===== src/hdl/rmsp_pkg.sv =====
// Shared types, constants and datapath step functions for the RMSProp update block.
// Used by every module in hdl/ except rmsp_ram; no dependencies of its own.
`timescale 1ns / 1ps
`default_nettype none
package rmsp_pkg;

    localparam int ELEMENTS_DEF = 1024;

    localparam logic [15:0] DECAY_RST   = 16'd58982;
    localparam logic [23:0] LR_RST      = 24'd655;
    localparam logic [31:0] EPS_RST     = 32'd4295;

    localparam int NUM_W     = 56;             // lr (24) times |g| (32)
    localparam int SQRT_STG  = 16;             // two root bits per stage
    localparam int DIV_STG   = NUM_W / 2;      // two quotient bits per stage

    typedef enum logic [1:0] {
        REG_DECAY = 2'd0,
        REG_LR    = 2'd1,
        REG_EPS   = 2'd2
    } cfg_reg_t;

    typedef struct packed {
        logic [9:0]         element_index;
        logic signed [31:0] param_value;
        logic signed [31:0] gradient;
    } in_item_t;

    typedef struct packed {
        logic signed [31:0] new_param;
        logic               saturated;
    } out_item_t;

    // Values that ride along with a request through the pipeline.
    typedef struct packed {
        logic [31:0]      param;
        logic             gneg;
        logic             sat;
        logic [NUM_W-1:0] num;
    } side_t;

    typedef struct packed {
        logic [35:0] rem;
        logic [31:0] root;
    } sqrt_st_t;

    typedef struct packed {
        logic [31:0] rem;
        logic        qbit;
    } div_st_t;

    // One digit-by-digit root iteration (floor square root).
    function automatic sqrt_st_t sqrt_iter(input sqrt_st_t cur, input logic [1:0] bits);
        sqrt_st_t    nxt;
        logic [35:0] r;
        logic [35:0] trial;
        r     = {cur.rem[33:0], bits};
        trial = {2'b00, cur.root, 2'b01};
        if (r >= trial)
        begin
            nxt.rem  = r - trial;
            nxt.root = {cur.root[30:0], 1'b1};
        end
        else
        begin
            nxt.rem  = r;
            nxt.root = {cur.root[30:0], 1'b0};
        end
        return nxt;
    endfunction

    // One restoring division iteration.
    function automatic div_st_t div_iter(input logic [31:0] rem, input logic [31:0] den,
                                         input logic nbit);
        div_st_t     nxt;
        logic [32:0] r;
        r = {rem, nbit};
        if (r >= {1'b0, den})
        begin
            nxt.rem  = 32'(r - {1'b0, den});
            nxt.qbit = 1'b1;
        end
        else
        begin
            nxt.rem  = r[31:0];
            nxt.qbit = 1'b0;
        end
        return nxt;
    endfunction

endpackage
`default_nettype wire


===== src/hdl/rmsp_sqrt.sv =====
// Pipelined floor square root, 64-bit radicand to 32-bit root, two bits per stage.
// Uses rmsp_pkg.
`timescale 1ns / 1ps
`default_nettype none
module rmsp_sqrt (
    input  wire logic             clk,
    input  wire logic             rst_n,
    input  wire logic             en,
    input  wire logic             in_vld,
    input  wire logic [63:0]      radicand,
    input  wire rmsp_pkg::side_t  in_side,
    output logic                  out_vld,
    output logic [31:0]           root,
    output rmsp_pkg::side_t       out_side
);

    localparam int NS = rmsp_pkg::SQRT_STG;

    logic                 vld_reg  [NS];
    rmsp_pkg::sqrt_st_t   st_reg   [NS];
    logic [63:0]          rad_reg  [NS];
    rmsp_pkg::side_t      side_reg [NS];

    for (genvar k = 0; k < NS; k++)
    begin : g_stage
        logic                 vld_in;
        rmsp_pkg::sqrt_st_t   st_in;
        logic [63:0]          rad_in;
        rmsp_pkg::side_t      side_in;
        rmsp_pkg::sqrt_st_t   st_mid;
        rmsp_pkg::sqrt_st_t   st_next;

        if (k == 0)
        begin : g_first
            assign vld_in  = in_vld;
            assign st_in   = '0;
            assign rad_in  = radicand;
            assign side_in = in_side;
        end
        else
        begin : g_rest
            assign vld_in  = vld_reg[k-1];
            assign st_in   = st_reg[k-1];
            assign rad_in  = rad_reg[k-1];
            assign side_in = side_reg[k-1];
        end

        always_comb
        begin
            st_mid  = rmsp_pkg::sqrt_iter(st_in, rad_in[63-4*k -: 2]);
            st_next = rmsp_pkg::sqrt_iter(st_mid, rad_in[61-4*k -: 2]);
        end

        always_ff @(posedge clk or negedge rst_n)
        begin
            if (!rst_n)
            begin
                vld_reg[k] <= 1'b0;
            end
            else if (en)
            begin
                vld_reg[k] <= vld_in;
            end
        end

        always_ff @(posedge clk)
        begin
            if (en)
            begin
                st_reg[k]   <= st_next;
                rad_reg[k]  <= rad_in;
                side_reg[k] <= side_in;
            end
        end
    end

    assign out_vld  = vld_reg[NS-1];
    assign root     = st_reg[NS-1].root;
    assign out_side = side_reg[NS-1];

endmodule
`default_nettype wire


===== config.mk =====
export PLATFORM = sky130hd
export DESIGN_NAME = rmsp_sqrt
export DESIGN_NICKNAME = d
export VERILOG_FILES = /design/src/hdl/rmsp_pkg.sv /design/src/hdl/rmsp_sqrt.sv
export SDC_FILE = /design/constraint.sdc
export NUM_CORES = 2
export LEC_CHECK = 0
export ABC_CLOCK_PERIOD_IN_PS = 6300
export BUFFER_PORTS_ARGS = -buffer_cell sky130_fd_sc_hd__buf_2
export CAP_MARGIN = 15
export CORE_ASPECT_RATIO = 0.6
export CORE_MARGIN = 10
export CORE_UTILIZATION = 45
export CTS_BUF_LIST = sky130_fd_sc_hd__clkbuf_2 sky130_fd_sc_hd__clkbuf_4 sky130_fd_sc_hd__clkbuf_8
export CTS_CLUSTER_DIAMETER = 40
export DETAILED_ROUTE_END_ITERATION = 7
export GPL_TIMING_DRIVEN = 0
export PLACE_DENSITY_LB_ADDON = 0.2
export SLEW_MARGIN = 20
export SYNTH_ARGS = -nofsm -noshare
export SYNTH_HDL_FRONTEND = slang
export SYNTH_SLANG_ARGS = --single-unit

===== constraint.sdc =====
create_clock -name clk -period 6.3 [get_ports clk]
set_input_delay 0.63 -clock clk [delete_from_list [all_inputs] [get_ports clk]]
set_output_delay 0.63 -clock clk [all_outputs]
set_load 0.01 [all_outputs]

---- After elaboration in Yosys (flattened, before gate mapping) ----
Memories as Yosys holds them, arrays and structs flattened.
Cells that the tools add are included.
word-level totals
  bits in registers ....................... 16
  RAM bits ................................ 3,552
  input port bits ......................... 158
  memories kept ........................... 3
cells by class
  add/subtract/negate cells ............... 32
  magnitude comparators ................... 32
  muxes and demuxes ....................... 34
memory list
  memory    words  bits a word  read ports  clocked after memory_dff  write ports  line             RTL
  side_reg  16     90           16          0                         16           rmsp_sqrt.sv:22  rmsp_pkg::side_t side_reg [NS];
  st_reg    16     68           16          0                         16           rmsp_sqrt.sv:20  rmsp_pkg::sqrt_st_t st_reg [NS];
  rad_reg   16     64           15          0                         16           rmsp_sqrt.sv:21  logic [63:0] rad_reg [NS];
operator list
  operator               count
  $ge A36 B34 Y1         31
  $mux W68               16
  $mux W66               16
  $sub A36 B34 Y36       16
  $sub A34 B34 Y34       15
  $sub A2 B1 Y3 const B  1
  $ge A2 B1 Y1 const B   1
  $mux W1                2

---- Logic depth before layout (Yosys ltp) ----
An unclocked memory read counts as a cell.
  word-level depth ........................ 5
  mapped depth ............................ 30
  mapped depth without buffers ............ 28

---- Least setup slack after synthesis ----
Ideal clock, no wire load.
  path type ............................... flip-flop to flip-flop
  from .................................... memory st_reg[1][399] in the netlist's numbering
  to ...................................... memory st_reg[1][467] in the netlist's numbering (data pin)
  setup time .............................. 0.270 ns
  data arrival time ....................... 5.783 ns
  data required time ...................... 6.030 ns
  path slack .............................. 0.247 ns
  stages on the path, launching flop included .. 27
  path buffers ............................ 5
  cells stage by stage .................... edfxtp_1 ha_1 clkbuf_1 nor4bb_1 nand4_1 or4_1 o211ai_1 or3_1 buf_2 inv_2 clkbuf_1 o31ai_1 ha_1 a21o_1 a21o_1 a21oi_1 nand2_1 a21oi_1 nor3_1 a211o_1 nor2_1 a2111oi_0 nor3_1 and4_1 buf_1 buf_1 o21ai_0
RTL lines
  what         line
  from (decl)  rmsp_sqrt.sv:20

==> out/qor.txt <==
Met2 Wirelength = 111400 um
later-pin clock latency in the skew report = 1.03 ns
Final ANT Viol Nets = 0
Clock Power Share = 0.251
Clk pin slew, worst setup/hold paths = 0.06 ns
EDFF count, synth = 2679
Logic pwr share = 0.337
setup ws final = -0.03394 ns
Final #Nets = 11230
Synth Area in XOR/XNOR = 0.05535
TritonCTS buffer count = 412
Simple-Gate Fraction of Synth Area = 0.1050
final hold viol count = 0
initial antenna violation count = 17
DIE AREA = 298500 sq um
leakage = 54.40 nW
Max Clk Rate = 157.9 MHz
Iteration-0 DRC Markers = 8196
Core ar. = 275000 sq um
CTS tree = built
Synth Area in Compound Gates = 0.1006
Rows = 149
height of the die = 427.2 um
CP bufs+invs = 7
DRC = 0
via count = 80170
asr flop ratio synth = 0.005937
first-pass GRT wire length = 463100 um
sw frac = 0.3416
Synth Cell Area = 124400 sq um
Die Wd = 698.7 um
Initial Utilization = 0.4523
global-route usage over all layers = 0.1992
htree depth = 5
commonest non-fill, non-tap cell in the layout = edfxtp_1
Least-Margin Pin Slew = 1.041 ns
metal3 WL = 31720 um
Ports = 281
Pre-antenna DRT Iters = 8
main flop type after synthesis = edfxtp_1
max-cap violations = 0
Int Pwr = 37.64 mW
Reg area = 80850 sq um
Post-Synth Adder-Cell Area = 0.05614
register area share after synthesis = 0.6500
Min Hold Slack = 0.1777 ns
vias per cell = 5.518
mux contribution to synthesized area = 0.01126
Clock Skew = 0.1003 ns
Yosys warnings = 0
Multi-input gate area = 43740 sq um
Mapped Avg Cell Area = 13.15 sq um
Yosys reg bits = 2695
combinational family with the most area after synthesis = simple AND/OR/NAND/NOR gates
Worst VDD drop = 0.0002643 V
fin crit share = 1.005
GRT Residual Overflow = 0
Crit. End Element = flop
Net Sw Power = 19.53 mW
vias in the first global route = 75550
layout cells sized above 1 = 0.1746
DP Wirelength = 224800 um
Synth Instances = 9461
kind of critical path = reg2reg
Largest stage delay, worst path = 0.52 ns
type of origin of the critical path = flop
# port buffers = 280
M1 wire length = 161500 um
Max Slew Vio Count = 0
worst-path maximum fanout = 9
share of power burned in registers = 0.412
CP delay by family, top = simple AND/OR/NAND/NOR gates
Post-Place Worst Slack = -3.612 ns
most frequent cells in the layout = edfxtp_1, nand2_1, nor2_1, a21oi_1, xnor2_1
status = finished, violations left
post-route core utilization = 0.5305
min cycle time layout = 6.334 ns
post-synth cell types = 107
endpoints failing setup = 5
RSZ-0062 raised after global routing = true
filler cell count = 23240
Critical Path AT = 7.11 ns
clk buf depth = 4
CTS Root Buffer Type = clkbuf_8
relative slew slack = 0.3010
average wire per standard cell = 21.33 um
max reg flops = 1440
CP max stage cell = or4_4
Layout area overhead = 17.29%
critical path data required time = 7.08 ns
clk sinks = 2695
failing checks = negative setup slack
PwrDens = 391.9 nW/um^2
largest net degree at the start of global routing = 160
top sig layer = met5
Final Routed Wirelength = 309900 um
Crit path top cell by count = a21o_1
Hold Crit Class = in2reg
GP Congestion = 0.9426
[power groups by stage]
stage	registers, mW	logic (mW)	clock network [mW]
after global placement	25.3	16.5	0
after global routing	23.7	20.9	15.8
after detailed placement	23.9	16.7	0
after CTS	23.5	17.8	15.0
final	23.6	19.3	14.3
after floorplan	23.3	12.2	0
[cell families after synthesis]
logic type,count (synthesis)
compound gates,1975
mux,126
other cells,1
buf+inv,705
xor+xnor,786
simple gates,2615
flops,2695
fa+ha+maj,558
[cells in the mapped netlist (171+ instances only)]
| master | number | share of area |
|---|---|---|
| nor3_1 | 219 | 0.0088 |
| clkbuf_1 | 171 | 0.0052 |
| nand2_1 | 691 | 0.021 |
| o21ai_0 | 443 | 0.018 |
| inv_1 | 470 | 0.014 |
| a21oi_1 | 639 | 0.026 |
| xnor2_1 | 500 | 0.035 |
| nand3_1 | 184 | 0.0074 |
| xor2_1 | 286 | 0.020 |
| a21o_1 | 233 | 0.014 |
| ha_1 | 558 | 0.056 |
| edfxtp_1 | 2679 | 0.65 |
| nor2_1 | 637 | 0.019 |
[path summary, 6_finish.rpt]
| check | slack [ns] | depth (start not counted) | startpoint | end |
|---|---|---|---|---|
| setup / recovery | -0.03 | 26 | st_reg[1][361]$_DFFE_PP_ | st_reg[1][445]$_DFFE_PP_ |
| hold / removal | 0.18 | 3 | radicand[60] | st_reg[0][32]$_DFFE_PP_ |
| setup reg to reg | -0.03 | 26 | st_reg[1][361]$_DFFE_PP_ | st_reg[1][445]$_DFFE_PP_ |
| hold reg to reg | 0.36 | 0 | rad_reg[0][147]$_DFFE_PP_ | rad_reg[0][211]$_DFFE_PP_ |
| max in group asynchronous | 5.15 | 3 | rst_n | g_stage[12].vld_in$_DFFE_PN0P_ |
| min in group asynchronous | 0.71 | 3 | rst_n | g_stage[14].vld_in$_DFFE_PN0P_ |
[area by class of cell]
class                   count  area share
diodes                      3  0.00005146
plain buffers             178    0.008895
clock buffers             536     0.04530
clock inverters           192     0.01010
inverters                 483     0.01282
multi-input cells        6063      0.2999
flip-flops and latches   2695      0.5542
well taps                3699     0.03173
repair buffers            680     0.03700
[through the flow]
| step | area, sq um | power (mW) | cells | setup TNS, ns |
|---|---|---|---|---|
| after floorplan | 124400 | 35.51 | 9463 | 0 |
| after global placement | 130400 | 41.82 | 13440 | - |
| after detailed placement | 131100 | 40.61 | 13470 | -643.90 |
| after CTS | 143400 | 56.31 | 14420 | 0 |
| after global routing | 145900 | 60.42 | 14530 | -3.198 |
| final | 145900 | 57.16 | 14530 | -0.1395 |
[worst min-delay path: cells and delay by family]
| kind | cells | cell delay [ns] |
|---|---|---|
| buffers and inverters | 2 | 0.29 |
| xor gates and xnor gates | 1 | 0.13 |
[timing repair]
| item | in CTS | in global routing |
|---|---|---|
| hold endpoints to repair | 216 | 0 |
| setup buffers | 100 | 116 |
| gates cloned | 2 | 2 |
| hold buffers | 157 | 0 |
| setup endpoints to repair | 445 | 397 |
| gates resized for setup | 469 | 440 |
| pin swaps | 76 | 133 |
[routing by layer]
layer / up-vias / GRT usage
met1: 39050 / 0.3376
met3: 392 / 0.05756
met2: 2912 / 0.2424
met5: - / 0
li1: 37810 / -
met4: 4 / 0.03807
Note: power is estimated with default switching activity, not from simulation.
